File: src/pal_pkg.sv
`default_nettype none

package pal_pkg;

  localparam int unsigned REQ_W  = 3;
  localparam int unsigned POS_W  = 7;
  localparam int unsigned DATA_W = 32;
  localparam int unsigned ST_W   = 2;
  localparam int unsigned IDX_W  = 6;
  localparam int unsigned CNT_W  = 7;

  typedef enum logic [REQ_W-1:0] {
    REQ_INSERT   = 3'd0,
    REQ_DELETE   = 3'd1,
    REQ_SEARCH   = 3'd2,
    REQ_UPDATE   = 3'd3,
    REQ_TRAVERSE = 3'd4
  } req_e;

  typedef enum logic [ST_W-1:0] {
    ST_OK    = 2'd0,
    ST_RANGE = 2'd1,
    ST_FULL  = 2'd2,
    ST_MISS  = 2'd3
  } status_e;

endpackage

`default_nettype wire

File: src/pal_ram.sv
`default_nettype none

module pal_ram #(
  parameter int unsigned WIDTH = 32,
  parameter int unsigned DEPTH = 64
) (
  input  wire logic                     clk_i,
  input  wire logic                     we_i,
  input  wire logic [$clog2(DEPTH)-1:0] waddr_i,
  input  wire logic [WIDTH-1:0]         wdata_i,
  input  wire logic                     re_i,
  input  wire logic [$clog2(DEPTH)-1:0] raddr_i,
  output logic      [WIDTH-1:0]         rdata_o
);

  logic [WIDTH-1:0] mem_q [DEPTH];

  always_ff @(posedge clk_i) begin
    if (we_i) begin
      mem_q[waddr_i] <= wdata_i;
    end
    if (re_i) begin
      rdata_o <= mem_q[raddr_i];
    end
  end

endmodule

`default_nettype wire

File: src/positional_array_list.sv
// Channel | Handshake                 | Payload
// in      | in_valid_i / in_ready_o   | req_type_i, position_i, value_i
// out     | out_valid_o / out_ready_i | status_o, data_o, found_index_o, entry_count_o, last_o
//
// One request at a time; the store is a RAM with one read and one write port,
// and every walk over it moves one entry per cycle (a traverse only while the
// output is not stalled). Insert moves the entries from the position on up one
// place, then writes; delete moves the later ones down; search stops at a hit.
// Reset clears the entry count and the FSM; the store needs no clearing pass.
// A stalled output holds the walk (traverse) or the final result in place.
`default_nettype none

module positional_array_list
  import pal_pkg::*;
#(
  parameter int unsigned CAPACITY = 64
) (
  input  wire logic                     clk_i,
  input  wire logic                     rst_ni,
  input  wire logic                     in_valid_i,
  output logic                          in_ready_o,
  input  wire logic [REQ_W-1:0]         req_type_i,
  input  wire logic [POS_W-1:0]         position_i,
  input  wire logic signed [DATA_W-1:0] value_i,
  output logic                          out_valid_o,
  input  wire logic                     out_ready_i,
  output logic [ST_W-1:0]               status_o,
  output logic signed [DATA_W-1:0]      data_o,
  output logic [IDX_W-1:0]              found_index_o,
  output logic [CNT_W-1:0]              entry_count_o,
  output logic                          last_o
);

  localparam int unsigned AW = $clog2(CAPACITY);
  localparam int unsigned CW = $clog2(CAPACITY + 1);

  typedef enum logic [2:0] {
    S_IDLE,
    S_DECODE,
    S_SCAN,
    S_TAIL,
    S_WRVAL,
    S_TRAV_OUT,
    S_RESP
  } state_e;

  state_e            state_q;
  req_e              req_q;
  logic [POS_W-1:0]  pos_q;
  logic [DATA_W-1:0] val_q;
  logic [CW-1:0]     count_q;
  logic [AW-1:0]     ptr_q;
  logic [AW-1:0]     end_q;
  logic [AW-1:0]     last_addr_q;
  logic              rv_q;
  logic [AW-1:0]     rva_q;
  status_e           pend_status_q;
  logic [DATA_W-1:0] pend_data_q;
  logic [AW-1:0]     pend_idx_q;

  logic              out_valid_q;
  status_e           status_q;
  logic [DATA_W-1:0] data_q;
  logic [IDX_W-1:0]  found_q;
  logic [CNT_W-1:0]  count_out_q;
  logic              last_q;

  logic              re_c;
  logic [AW-1:0]     raddr_c;
  logic              we_c;
  logic [AW-1:0]     waddr_c;
  logic [DATA_W-1:0] wdata_c;
  logic [DATA_W-1:0] rdata;

  logic              out_free;
  logic              proc;
  logic              match;
  logic [AW-1:0]     pos_a;
  logic [POS_W-1:0]  count_p;

  assign pos_a    = pos_q[AW-1:0];
  assign count_p  = POS_W'(count_q);
  assign out_free = !out_valid_q || out_ready_i;
  assign proc     = rv_q && (state_q inside {S_SCAN, S_TAIL});
  assign match    = (rdata == val_q);

  pal_ram #(
    .WIDTH (DATA_W),
    .DEPTH (CAPACITY)
  ) u_store (
    .clk_i   (clk_i),
    .we_i    (we_c),
    .waddr_i (waddr_c),
    .wdata_i (wdata_c),
    .re_i    (re_c),
    .raddr_i (raddr_c),
    .rdata_o (rdata)
  );

  always_comb begin
    re_c    = 1'b0;
    raddr_c = ptr_q;
    we_c    = 1'b0;
    waddr_c = rva_q;
    wdata_c = rdata;
    case (state_q)
      S_DECODE: begin
        if (req_q == REQ_TRAVERSE && count_q != '0) begin
          re_c    = 1'b1;
          raddr_c = '0;
        end
      end
      S_SCAN: begin
        re_c = 1'b1;
      end
      S_WRVAL: begin
        we_c    = 1'b1;
        waddr_c = pos_a;
        wdata_c = val_q;
      end
      S_TRAV_OUT: begin
        if (out_free && ptr_q != last_addr_q) begin
          re_c    = 1'b1;
          raddr_c = AW'(ptr_q + 1'b1);
        end
      end
      default: begin
      end
    endcase
    // move the entry just read one place up (insert) or down (delete)
    if (proc) begin
      if (req_q == REQ_INSERT) begin
        we_c    = 1'b1;
        waddr_c = AW'(rva_q + 1'b1);
      end else if (req_q == REQ_DELETE && rva_q != pos_a) begin
        we_c    = 1'b1;
        waddr_c = AW'(rva_q - 1'b1);
      end
    end
  end

  always_ff @(posedge clk_i or negedge rst_ni) begin
    if (!rst_ni) begin
      state_q       <= S_IDLE;
      req_q         <= REQ_INSERT;
      pos_q         <= '0;
      val_q         <= '0;
      count_q       <= '0;
      ptr_q         <= '0;
      end_q         <= '0;
      last_addr_q   <= '0;
      rv_q          <= 1'b0;
      rva_q         <= '0;
      pend_status_q <= ST_OK;
      pend_data_q   <= '0;
      pend_idx_q    <= '0;
      out_valid_q   <= 1'b0;
      status_q      <= ST_OK;
      data_q        <= '0;
      found_q       <= '0;
      count_out_q   <= '0;
      last_q        <= 1'b0;
    end else begin
      if (out_valid_q && out_ready_i) begin
        out_valid_q <= 1'b0;
      end
      rv_q  <= (state_q == S_SCAN);
      rva_q <= ptr_q;

      case (state_q)
        S_IDLE: begin
          if (in_valid_i) begin
            req_q   <= req_e'(req_type_i);
            pos_q   <= position_i;
            val_q   <= $unsigned(value_i);
            state_q <= S_DECODE;
          end
        end

        S_DECODE: begin
          pend_status_q <= ST_OK;
          pend_data_q   <= '0;
          pend_idx_q    <= '0;
          last_addr_q   <= AW'(count_q - 1'b1);
          case (req_q)
            REQ_INSERT: begin
              if (pos_q > count_p) begin
                pend_status_q <= ST_RANGE;
                state_q       <= S_RESP;
              end else if (count_q == CW'(CAPACITY)) begin
                pend_status_q <= ST_FULL;
                state_q       <= S_RESP;
              end else if (pos_q == count_p) begin
                state_q <= S_WRVAL;
              end else begin
                ptr_q   <= AW'(count_q - 1'b1);
                end_q   <= pos_a;
                state_q <= S_SCAN;
              end
            end
            REQ_DELETE, REQ_UPDATE: begin
              if (pos_q >= count_p) begin
                pend_status_q <= ST_RANGE;
                state_q       <= S_RESP;
              end else begin
                ptr_q   <= pos_a;
                end_q   <= (req_q == REQ_DELETE) ? AW'(count_q - 1'b1) : pos_a;
                state_q <= S_SCAN;
              end
            end
            REQ_SEARCH: begin
              if (count_q == '0) begin
                pend_status_q <= ST_MISS;
                state_q       <= S_RESP;
              end else begin
                ptr_q   <= '0;
                end_q   <= AW'(count_q - 1'b1);
                state_q <= S_SCAN;
              end
            end
            REQ_TRAVERSE: begin
              ptr_q   <= '0;
              state_q <= (count_q == '0) ? S_RESP : S_TRAV_OUT;
            end
            default: begin
              state_q <= S_RESP;
            end
          endcase
        end

        S_SCAN, S_TAIL: begin
          if (state_q == S_SCAN) begin
            if (ptr_q == end_q) begin
              state_q <= S_TAIL;
            end else if (req_q == REQ_INSERT) begin
              ptr_q <= AW'(ptr_q - 1'b1);
            end else begin
              ptr_q <= AW'(ptr_q + 1'b1);
            end
          end else begin
            case (req_q)
              REQ_INSERT, REQ_UPDATE: state_q <= S_WRVAL;
              REQ_DELETE: begin
                count_q <= CW'(count_q - 1'b1);
                state_q <= S_RESP;
              end
              default: begin
                // search: no hit in the last entry means a miss
                if (!match) begin
                  pend_status_q <= ST_MISS;
                end
                state_q <= S_RESP;
              end
            endcase
          end
          if (proc) begin
            if ((req_q inside {REQ_DELETE, REQ_UPDATE}) && rva_q == pos_a) begin
              pend_data_q <= rdata;
            end
            if (req_q == REQ_SEARCH && match) begin
              pend_idx_q <= rva_q;
              state_q    <= S_RESP;
            end
          end
        end

        S_WRVAL: begin
          if (req_q == REQ_INSERT) begin
            count_q <= CW'(count_q + 1'b1);
          end
          state_q <= S_RESP;
        end

        S_TRAV_OUT: begin
          if (out_free) begin
            out_valid_q <= 1'b1;
            status_q    <= ST_OK;
            data_q      <= rdata;
            found_q     <= '0;
            count_out_q <= CNT_W'(count_q);
            last_q      <= (ptr_q == last_addr_q);
            if (ptr_q == last_addr_q) begin
              state_q <= S_IDLE;
            end else begin
              ptr_q <= AW'(ptr_q + 1'b1);
            end
          end
        end

        S_RESP: begin
          if (out_free) begin
            out_valid_q <= 1'b1;
            status_q    <= pend_status_q;
            data_q      <= pend_data_q;
            found_q     <= IDX_W'(pend_idx_q);
            count_out_q <= CNT_W'(count_q);
            last_q      <= 1'b1;
            state_q     <= S_IDLE;
          end
        end

        default: begin
          state_q <= S_IDLE;
        end
      endcase
    end
  end

  assign in_ready_o    = (state_q == S_IDLE);
  assign out_valid_o   = out_valid_q;
  assign status_o      = status_q;
  assign data_o        = $signed(data_q);
  assign found_index_o = found_q;
  assign entry_count_o = count_out_q;
  assign last_o        = last_q;

`ifndef SYNTH
  a_count_bound: assert property (@(posedge clk_i) disable iff (!rst_ni)
    count_q <= CW'(CAPACITY))
    else $error("entry count above capacity");

  a_write_in_range: assert property (@(posedge clk_i) disable iff (!rst_ni)
    we_c |-> (CW'(waddr_c) <= count_q))
    else $error("store write beyond the packed entries");

  a_no_write_idle: assert property (@(posedge clk_i) disable iff (!rst_ni)
    (state_q == S_IDLE) |-> !we_c)
    else $error("store write while idle");

  a_partial_only_traverse: assert property (@(posedge clk_i) disable iff (!rst_ni)
    (out_valid_q && !last_q) |-> (state_q == S_TRAV_OUT))
    else $error("non-final result outside a traverse");

  a_count_step: assert property (@(posedge clk_i) disable iff (!rst_ni)
    (count_q != $past(count_q)) |->
      (count_q == CW'($past(count_q) + 1'b1) || count_q == CW'($past(count_q) - 1'b1)))
    else $error("entry count moved by more than one");
`endif

endmodule

`default_nettype wire
File: config.mk
export PLATFORM = sky130hd
export DESIGN_NAME = positional_array_list
export DESIGN_NICKNAME = d
export VERILOG_FILES = /design/src/pal_pkg.sv /design/src/pal_ram.sv /design/src/positional_array_list.sv
export SDC_FILE = /design/constraint.sdc
export NUM_CORES = 2
export LEC_CHECK = 0
export BUFFER_PORTS_ARGS = -buffer_cell sky130_fd_sc_hd__buf_2
export CAP_MARGIN = 25
export CORE_ASPECT_RATIO = 0.9
export CORE_MARGIN = 4
export CORE_UTILIZATION = 57
export CTS_CLUSTER_DIAMETER = 60
export DETAILED_ROUTE_END_ITERATION = 12
export PLACE_DENSITY = 0.8
export SYNTH_ARGS = -nofsm -noshare
export SYNTH_HDL_FRONTEND = slang
export SYNTH_SLANG_ARGS = --single-unit
File: constraint.sdc
create_clock -name clk_i -period 8.8 [get_ports clk_i]
set_input_delay 1.32 -clock clk_i [delete_from_list [all_inputs] [get_ports clk_i]]
set_output_delay 1.32 -clock clk_i [all_outputs]
set_load 0.05 [all_outputs]
; Word level (Yosys, flattened, before mapping)
; Memories as Yosys holds them, arrays and structs flattened. A register that Yosys moved wholly into a read port is not among the register bits.
; Index checks and enable logic that the tools add are counted.
[word_totals]
reg_bits = 166
latch_bits = 0
ram_bits = 2048
romBits = 0
output_inout_bits = 50
word_cells = 194
mem_count = 1
[memory_table]
columns = name, depth, word_bits, read_ports, rd_ports_with_merged_regs, write_ports, line
row1 = u_store.mem_q, 64, 32, 1, 1, 1, pal_ram.sv:16  ; logic [WIDTH-1:0] mem_q [DEPTH];
[op_classes]
n_addsub = 6
mul = 0
n_div = 0
magnitude_cmp = 2
eq_ne = 44
shift = 0
muxes = 87
n_bitwise = 0
reduce_logical = 35
[op_table]
columns = op, n
row1 = 32-bit two-way mux, 5
row2 = 6-bit two-way mux, 26
row3 = 32-bit case mux with 2 select lines, 2
row4 = "2-bit inequality test, second input constant", 20
row5 = 3-bit two-way mux, 13
row6 = 6-bit case mux with 2 select lines, 3
row7 = 6-bit case mux with 3 select lines, 2
row8 = 32-bit == test, 1
row9 = 6-bit case mux with 4 select lines, 1
row10 = 7-bit two-way mux, 3
row11 = 2-bit two-way mux, 10
row12 = 6-bit == test, 3
row13 = 3-bit case mux with 6 select lines, 1
row14 = "3-bit inequality test, second input constant", 5
row15 = 1-bit two-way mux, 14
row16 = 7-bit case mux with 2 select lines, 1
row17 = "6-bit by 1-bit adder with 6-bit output, second input constant", 2
row18 = "3-bit by 2-bit == test with 1-bit output, second input constant", 4
row19 = "3-bit == test, second input constant", 4
row20 = 6-bit inequality test, 2
row21 = 3-bit case mux with 4 select lines, 1
row22 = 4-bit AND reduction, 3
row23 = "6-bit by 1-bit subtractor with 6-bit output, second input constant", 2
row24 = 11-bit AND reduction, 1
row25 = 25 further kinds, 45

; Longest topological paths before layout
[depth]
depth_word = 7
mapped_depth = 18

; Hierarchy
; A second synthesis with hierarchy kept.
[hier_totals]
hier_cells = 4514
hier_area_um2 = 88578.7
[modules_own_cells]
columns = module, n_inst, cells_per_inst, area_each_um2
row1 = pal_ram, 1, 3511, 79359.9
row2 = positional_array_list, 1, 1003, 9218.8

; Least setup slack after synthesis
; Ideal clock, no wire load.
[synth_path]
path_type = register -> register
startpoint = register req_q[0]
endpoint = memory u_store.mem_q[55][0], enable pin
setup_ps = 421
arrival_time_ps = 3940
required_ps = 8379
setup_slack_ps = 4439
stages_incl_launch_ff = 11
synth_period_minus_slack_ps = 4361
path_cell_list = dfrtp_1 > clkbuf_1 > nor2b_1 > nor2b_1 > o21ai_1 > a21oi_1 > a211oi_1 > a311o_1 > or3_1 > clkbuf_1 > nor2_1
[synth_between]
elab_chain_cells = 7
[synth_lines]
columns = element, line
row1 = "start, declared", positional_array_list.sv:48  ; req_e req_q;
row2 = "start signal, assigned", positional_array_list.sv:173  ; req_q <= req_e'(req_type_i);
row3 = 3-bit by 1-bit == test with 1-bit output, positional_array_list.sv:135  ; end else if (req_q == REQ_DELETE && rva_q != pos_a) begin
row4 = 1-bit logical AND, positional_array_list.sv:135
row5 = 1-bit two-way mux, positional_array_list.sv:135
row6 = 1-bit two-way mux, positional_array_list.sv:132  ; if (req_q == REQ_INSERT) begin
row7 = 1-bit two-way mux, positional_array_list.sv:131  ; if (proc) begin
row8 = 1-bit two-way mux, pal_ram.sv:19  ; if (we_i) begin
row9 = 1-bit two-way mux (not written as such), pal_ram.sv:20  ; mem_q[waddr_i] <= wdata_i;
row10 = "end, declared", pal_ram.sv:16
; Parallel ways exist; a longest one is shown, timed or not.

; Final worst setup path
[layout_path]
startpoint = register req_q[0]
endpoint = memory u_store.mem_q[46][10], enable pin
; The elaborated chain is that of the path after synthesis.

==> summary.txt <==
GR Util met3: 11.2%
Routed Antenna Nets: 0
Post-detail-place hpwl: 138000 um
Vias per inst: 6.70
Worst skew pair latency: 860 ps
Most used flip-flop cell after synthesis: edfxtp_1
Leak: 35.6 nW
Most common cell after layout, fill and taps aside: edfxtp_1
PwrDens: 398 nW/um^2
Clock period minus worst slack: 6080 ps
Setup violations, final: 0
Mapped Nets: 6376
Setup Skew: 41.4 ps
Sequential cell area: 66600 um^2
# Post-CTS Setup Buffers: 0
Fin nets: 6488
Largest vdd supply drop: 0.375 mV
Antenna violations before repair: 33
Footprint of the multi-input gates: 22800 um^2
Reg clk slew, reported paths: 60 ps
Die Area: 165000 um^2
Row count: 138
Status: finished clean
DRT Wirelength: 261000 um
Starting Density: 57.3%
Final Max Tran Viols: 0
Core area: 157000 um^2
Proportion of layout cells with a drive suffix above 1: 13.0%
Most frequent cells in the layout: 2080 x edfxtp_1, 1178 x nand2_1, 524 x mux2i_1
Post-Syn Area per Cell: 14.3 um^2
RSZ-0062 raised after global routing: no
Kind of end point of the critical path: flip-flop
Fmax: 164 MHz
Kind of critical path: flip-flop to flip-flop
CTS sink cnt: 2246
Actual slew at the worst max-slew pin: 1280 ps
Crit. Startpoint: req_q[0]$_DFFE_PN0P_
TNS Setup: 0 ps
Fin. Hold Viols: 0
Power Total: 40.3 mW
Critical Path AT: 6590 ps
First-pass detailed-route iteration total: 9
CTS root buf: clkbuf_16
Syn. warnings: 0
Grt total ovfl: 0
RePlAce Congestion: 0.886
# port buffers: 95
WL/cell: 30.0 um
Number of global-route vias before repair: 56700
CTS tree: done
Max-Cap Viols: 0
Iter 0 DRT Violations: 10500
Critical R2R Capture: u_store.mem_q[46][10]$_DFFE_PP_
Worst slew margin: 13.9%
R2r startpoint: req_q[0]$_DFFE_PN0P_
GRT Resource Usage Total: 31.3%
Layout area overhead: 12.3%
Post-synthesis sequential area ratio: 73.8%
Mapped Cells: 6316
Worst EP required: 9300 ps
Worst-case reg-to-reg path depth: 9
DRC errors left: 0
Final critical-path share of the clock period: 69.1%
Setup crit start kind: flip-flop
Async set-reset flop share out of synthesis: 7.39%
Synth Cell Area: 90200 um^2
Crit path max fanout: 18
Post-CTS sizing: 0
Hold-fix buffers, CTS: 0
Met1 GRT Util: 41.4%
First-pass GRT wire length: 376000 um
CTS Buf Count: 205
Routed vias: 58500
Synth Register Bits: 2246
Total number of H-tree levels: 4
Largest net degree at the start of global routing: 155
Post-synth EDFFs: 2080
Die Ht: 385 um
IO Pins: 96
Max clock buf depth: 3
Hold Path Class: input pin to async pin
Yosys cell types: 73
Busiest grt layer: met2
Reg2Reg Setup Slack: 2720 ps
M2 GR Usage: 45.8%
Die X: 427 um
Filler Cells Inserted: 10300
-- critical path, cell delays in order, from the launching register on --
cell and delay [ps]:
dfrtp_1 690, nor2b_1 500, nor2b_1 240, o21ai_1 220, a21oi_1 520, a211oi_1 180
a311oi_1 1030, nand2_1 950, nor2_4 900, buf_4 480
-- worst max-delay path by stage --
stage	to	slack, ps	cells past startpoint
finish	u_store.mem_q[46][10]$_DFFE_PP_	2720	9
global route	u_store.mem_q[46][30]$_DFFE_PP_	2610	9
CTS	u_store.mem_q[46][30]$_DFFE_PP_	3040	9
detailed placement	u_store.rdata_o[7]$_DFFE_PP_	2760	10
global placement	u_store.rdata_o[30]$_DFFE_PP_	2010	11
floorplan	u_store.mem_q[55][0]$_DFFE_PP_	4440	10
-- stage by stage --
step	worst slack, ps	hold WS, ps	util (%)	cells	instance area [um^2]
after detailed placement	2760	455	60.1	8313	94500
after floorplan	4440	353	-	6316	90200
after global routing	2610	348	64.4	8703	101000
after CTS	3040	468	64.3	8694	101000
final	2720	347	64.4	8721	101000
after global placement	2010	448	59.8	8278	94100
-- layout make-up --
class	instances	share of cell area [%]
Antenna cell	19	0.0469
Multi-Input combinational cell	3640	22.5
Inverter	25	0.0926
Timing Repair Buffer	310	2.43
Tap cell	2100	2.59
Sequential cell	2246	65.7
Clock buffer	250	5.30
Clock inverter	131	1.27
-- synthesized netlist by cell type (all sizes together) (3+ instances only) --
master   instances  share of area [%]
a2111oi          3              0.029
a211o            3              0.029
a211oi           7              0.064
a21o             4              0.033
a21oi          399                2.2
a221oi           3              0.029
a222oi           4              0.044
a22o            12               0.12
a22oi           15               0.12
a311o            3              0.033
a31oi           25               0.17
and2             7              0.049
and3             6              0.042
buf            156               0.87
clkbuf         249                1.0
dfrtp          166                4.6
edfxtp        2080                 69
ha              14               0.19
inv             25               0.10
mux2            62               0.77
mux2i          525                5.8
mux4            13               0.32
nand2         1212                5.0
nand2b          11              0.076
nand3          521                2.9
nand4           18               0.12
nor2           139               0.58
nor2b           11              0.076
nor3            33               0.20
nor4           109               0.76
o211ai           3              0.025
o21a             5              0.042
o21ai           63               0.35
o221a            4              0.050
o221ai         239                2.3
o22a             8              0.078
o22ai           16               0.11
o32ai            4              0.039
or2              4              0.028
or3              8              0.061
or4             31               0.26
xnor2           63               0.61
xor2             4              0.039
-- routing by layer --
layer	share of wire, %	vias up
met1	34	28400
met3	17	931
met2	43	4923
met5	0.044	-
li1	-	24200
met4	5.6	16
-- kinds of logic (layout without fill, tap and decap cells) --
| kind of cell | Yosys count | in the layout | synth area share (%) |
|---|---|---|---|
| AO/OA/AOI/OAI | 841 | 841 | 6.11 |
| XOR/XNOR | 67 | 67 | 0.651 |
| adder cells (fa/ha/maj) | 14 | 14 | 0.194 |
| buffers and inverters | 430 | 716 | 2.01 |
| flip-flops | 2246 | 2246 | 73.8 |
| multiplexers | 600 | 600 | 6.92 |
| other | 0 | 19 | 0 |
| AND/OR/NAND/NOR | 2118 | 2118 | 10.3 |
-- report_power, final --
group	internal [mW]	switching (mW)
clock network	4.92	3.95
logic	4.42	11.6
registers	14.5	0.861
total	23.9	16.4
-- sequential cells by signal, summed over array words and instances, names as in the netlist, 7 cells and up --
signal,cells
data_o,32
pend_data_q,32
entry_count_o,7
u_store.rdata_o,32
u_store.mem_q,2048
pos_q,7
count_p,7
val_q,32
No activity file was read; power rests on OpenSTA's default activity.
